==> config.mk <==
export PLATFORM = sky130hd
export DESIGN_NAME = hecs_ctrl
export DESIGN_NICKNAME = d
export VERILOG_FILES = /design/src/rtl/hecs_pkg.sv /design/src/rtl/hecs_ctrl.sv
export VERILOG_INCLUDE_DIRS = /design/src /design/src/rtl
export SDC_FILE = /design/constraint.sdc
export NUM_CORES = 1
export LEC_CHECK = 0
export BUFFER_PORTS_ARGS = -buffer_cell sky130_fd_sc_hd__clkbuf_2
export CORE_AREA = 5 5 42 44
export DETAILED_ROUTE_END_ITERATION = 8
export DIE_AREA = 0 0 47 49
export SYNTH_ARGS = -nofsm -noshare
export SYNTH_HDL_FRONTEND = slang
export SYNTH_SLANG_ARGS = --single-unit
==> constraint.sdc <==
create_clock -name clk -period 1 [get_ports clk]
set_input_delay 0.05 -clock clk [delete_from_list [all_inputs] [get_ports clk]]
set_output_delay 0.05 -clock clk [all_outputs]
set_load 0.02 [all_outputs]
==> src/rtl/assert_macros.svh <==
// Assertion macros shared by the RTL files.
`ifndef ASSERT_MACROS_SVH
`define ASSERT_MACROS_SVH
`ifndef SYNTHESIS
`define ASSERT_CLK(label, clk, rst, prop, msg) \
  label: assert property (@(posedge clk) disable iff (rst) (prop)) else $error(msg);
`define ASSERT_CLK_NR(label, clk, prop, msg) \
  label: assert property (@(posedge clk) (prop)) else $error(msg);
`else
`define ASSERT_CLK(label, clk, rst, prop, msg)
`define ASSERT_CLK_NR(label, clk, prop, msg)
`endif
`endif

==> src/rtl/hecs_pkg.sv <==
package hecs_pkg;
  localparam int MaxDim = 4096;
  localparam int MaxEllWidth = 64;
  localparam int IdxW = $clog2(MaxDim);
  localparam int YW = 48;

  localparam logic [1:0] REQ_LOAD = 2'd0;
  localparam logic [1:0] REQ_ELL  = 2'd1;
  localparam logic [1:0] REQ_COO  = 2'd2;
  localparam logic [1:0] REQ_READ = 2'd3;

  localparam logic [1:0] CFG_ROWS = 2'd0;
  localparam logic [1:0] CFG_WIDTH = 2'd1;
  localparam logic [1:0] CFG_SKIP = 2'd2;

  localparam logic signed [YW-1:0] YMax = {1'b0, {(YW-1){1'b1}}};
  localparam logic signed [YW-1:0] YMin = {1'b1, {(YW-1){1'b0}}};

  typedef struct packed {
    logic [1:0] req_type;
    logic [11:0] req_row;
    logic [11:0] column;
    logic pad_marker;
    logic signed [31:0] entry_value;
  } req_t;

  typedef struct packed {
    logic [11:0] out_row;
    logic signed [47:0] y_value;
  } rsp_t;

  typedef enum logic [2:0] {
    ST_IDLE, ST_CLEAR, ST_RD, ST_MUL, ST_ACC
  } state_t;

  // Controller to datapath.
  typedef struct packed {
    logic clear_wr;
    logic capture;
    logic rd_mem;
    logic mul;
    logic acc;
  } cmd_t;

  // Datapath to controller.
  typedef struct packed {
    logic clear_done;
    logic is_accum;
  } sts_t;
endpackage

==> src/rtl/hecs_ctrl.sv <==
`include "assert_macros.svh"
module hecs_ctrl import hecs_pkg::*; (
  input  logic clk,
  input  logic rst,
  input  logic start,
  input  sts_t sts,
  output cmd_t cmd,
  output logic busy
);
  state_t state, state_next;

  always_ff @(posedge clk) begin
    if (rst) state <= ST_CLEAR;
    else state <= state_next;
  end

  always_comb begin
    state_next = state;
    unique case (state)
      ST_CLEAR: if (sts.clear_done) state_next = ST_IDLE;
      ST_IDLE:  if (start) state_next = ST_RD;
      ST_RD: begin
        if (sts.is_accum) state_next = ST_MUL;
        else state_next = ST_IDLE;
      end
      ST_MUL: state_next = ST_ACC;
      ST_ACC: state_next = ST_IDLE;
      default: state_next = ST_IDLE;
    endcase
  end

  always_comb begin
    cmd = '0;
    busy = 1'b1;
    unique case (state)
      ST_CLEAR: cmd.clear_wr = 1'b1;
      ST_IDLE: begin
        busy = 1'b0;
        cmd.capture = start;
      end
      ST_RD: cmd.rd_mem = 1'b1;
      ST_MUL: cmd.mul = 1'b1;
      ST_ACC: cmd.acc = 1'b1;
      default: busy = 1'b1;
    endcase
  end

  `ASSERT_CLK(a_mul_follows_rd, clk, rst, (state == ST_MUL) |-> $past(state == ST_RD), "mul without read")
  `ASSERT_CLK(a_acc_follows_mul, clk, rst, (state == ST_ACC) |-> $past(state == ST_MUL), "acc without mul")
  `ASSERT_CLK(a_capture_idle, clk, rst, cmd.capture |-> !busy, "capture while busy")
endmodule

==> run summary <==
Most flop-heavy register -> state
Synth warn -> 0
Peak fanout along the critical path -> 3
Crit path cell chain -> or3_4 -> nor2_4 -> buf_8
Via density -> 3.98
H-tree depth -> 1
Area occupied by multi-input gates -> 133 um2
Top-area cell type share of the netlist area -> 34.8%
Synthesized instance count -> 17
Synth top area cells -> dfxtp_1 (35%), nor3b_1 (13%), buf_6 (6.5%)
Leakage -> 0.195 nW
Max Buffers Root-to-Sink -> 2
R2R Setup Slk -> -60 ps
Die area -> 2300 um2
Initial antenna violation count -> 0
Worst hold slack -> 124 ps
Avg Cell Area, Syn -> 10.2 um2
Max reg flops -> 3
CTS root buf -> clkbuf_4
Crit path DAT -> 1170 ps
PD cells -> 1150 nW/um2
Std-Cell Core Area -> 1400 um2
Row count -> 14
Pre-antenna DRT Iters -> 2
Final Cell Area -> 425 um2
R2r startpoint -> state[2]
Slowest stage cell on the critical path -> or3_4
Cell taking the most area after synthesis -> dfxtp_1
Top delay family on crit path -> simple AND/OR/NAND/NOR gates
Slew @ Worst Pin -> 213 ps
Via count -> 223
Largest regs -> state x3
Die X -> 47 um
Total track usage -> 5.35%
Clk sink count -> 3
First-pass GRT wire length -> 807 um
Failing checks -> negative setup slack
TritonCTS clock tree -> yes
Final worst slack -> -215 ps
HPWL after detailed placement -> 351 um
Initial Util -> 12.3%
VDD IR-drop max -> 0.237 mV
Crit path launch type -> flip-flop
Synth top cells by count -> dfxtp_1 (3), nor3b_1 (3)
Fin. Hold Viols -> 0
Mapped cell area -> 173 um2
Synth cell types -> 13
Antenna viol nets, final -> 0
Hold Crit Depth -> 3
Total wire length -> 595 um
FF+latch area -> 66.3 um2
Fin crit share -> 122%
Final setup fails -> 7
F_max -> 823 MHz
WL/cell -> 10.6 um
Drt drc -> 0
GP Congestion -> 0.585
Gr ovfl total -> 0
Async SR Flop Fraction -> 0%
RSZ-0062 raised after global routing -> yes
Worst setup path category -> reg -> out
Final Skew -> 0.400 ps
CP startpoint -> state[0]
Crit path depth -> 3
Max incr delay on CP -> 400 ps
Cell Area, Placed -> 267 um2
Tot Pwr -> 0.000488 W
Slew margin rel. -> 85.6%
Required @ worst endpoint -> 950 ps
Pre-CTS setup slack -> -39.8 ps
# nets final -> 46
Final Critical Period -> 1220 ps
Crit path to -> cmd[3]
Area growth, synth to finish -> 146%
Status -> finished, violations left
Register area share after synthesis -> 34.8%
Worst reg2reg endpoint -> state[0]
IO buf count -> 10
Fillers -> 155
Worst-path clk slew -> 40 ps
IO Pins -> 11
TritonCTS buffer count -> 3
Min-Delay Path Class -> in -> reg
Skew-Pair Late Insertion Delay -> 230 ps
Largest net degree at the start of global routing -> 7
Max-cap violations -> 0
Starting DRT DRC Count -> 1
Ant diodes -> 0
R2r worst-path depth -> 4
Layout cell share with drive strength beyond 1 -> 80.0%
Die height -> 49 um
Post-layout util -> 30.4%
Synth Flop Type -> dfxtp_1
Final Max Slew Viols -> 0
Critical Path Sink Type -> output port
Syn_nets -> 22
EDFF count, synth -> 0
Bufs and invs on worst path -> 1
Vias in the first global route -> 229
Synth Register Bits -> 3
==> how the worst min path moves through the flow <==
| stage | from | endpoint | slack (ps) |
|---|---|---|---|
| final | start | state[1] | 120 |
| after global routing | start | state[1] | 140 |
| after CTS | start | state[1] | 120 |
| after detailed placement | rst | state[2] | 260 |
| after global placement | rst | state[2] | 250 |
| after floorplan | rst | state[2] | 120 |
==> tightest hold or removal path: cells and delay by family <==
kind	cells	cell delay [ps]
mux	1	130
buf+inv	1	90
simple gates	1	50
==> per-layer routing <==
metal | global-route usage, % | vias to the layer above | part of all wire [%]
li1 | - | 107 | -
met1 | 2.85 | 112 | 33
met2 | 10.2 | 4 | 64
met3 | 0 | 0 | 3.0
met4 | 8.29 | 0 | 0
met5 | 0 | - | 0
==> power by group <==
| part | internal (W) | leakage [nW] | switching, W |
|---|---|---|---|
| registers | 0.000126 | 0.0258 | 0.00000610 |
| logic | 0.0000828 | 0.154 | 0.0000572 |
| clock network | 0.000150 | 0.0150 | 0.0000664 |
==> area by class of cell <==
cell class	count	area share, %
Multi-Input combinational cell	12	31.2
Sequential cell	3	15.6
Tap cell	16	4.71
Clock buffer	4	6.18
Inverter	1	0.882
Timing Repair Buffer	20	41.5
==> cells by family (layout without fill, tap and decap cells) <==
group | count (synthesis) | count (layout) | synth area share, %
and+or+nand+nor | 11 | 11 | 50.7
DFF | 3 | 3 | 34.8
buffers and inverters | 2 | 25 | 8.69
muxes | 1 | 1 | 5.80
==> placed cells by master, fill, tap and decap left out <==
| cell | count |
|---|---|
| nor2b_1 | 1 |
| or3_4 | 1 |
| nor3b_2 | 3 |
| nor4bb_1 | 1 |
| clkbuf_1 | 1 |
| dfxtp_4 | 1 |
| clkbuf_4 | 4 |
| dfxtp_2 | 2 |
| or3_1 | 1 |
| inv_1 | 1 |
| buf_4 | 7 |
| nor2_4 | 1 |
| nor4_1 | 1 |
| mux2i_1 | 1 |
| buf_6 | 5 |
| nor4b_4 | 1 |
| buf_8 | 2 |
| and3b_2 | 1 |
| clkbuf_2 | 4 |
| dlygate4sd3_1 | 1 |
==> stage by stage <==
stage	std cells	setup TNS, ps
CTS	56	-1110
global placement	46	-34.1
floorplan	17	-12.3
global route	56	-1190
finish	56	-971
detailed placement	46	-39.8
==> repair_timing <==
action	in CTS	in global routing
endpoints found under the hold margin	2	0
pin swaps	4	1
hold buffers	1	0
buffers inserted	5	0
endpoints found under the setup margin	6	8
gates resized for setup	18	9
Note: power is estimated with default switching activity, not from simulation.
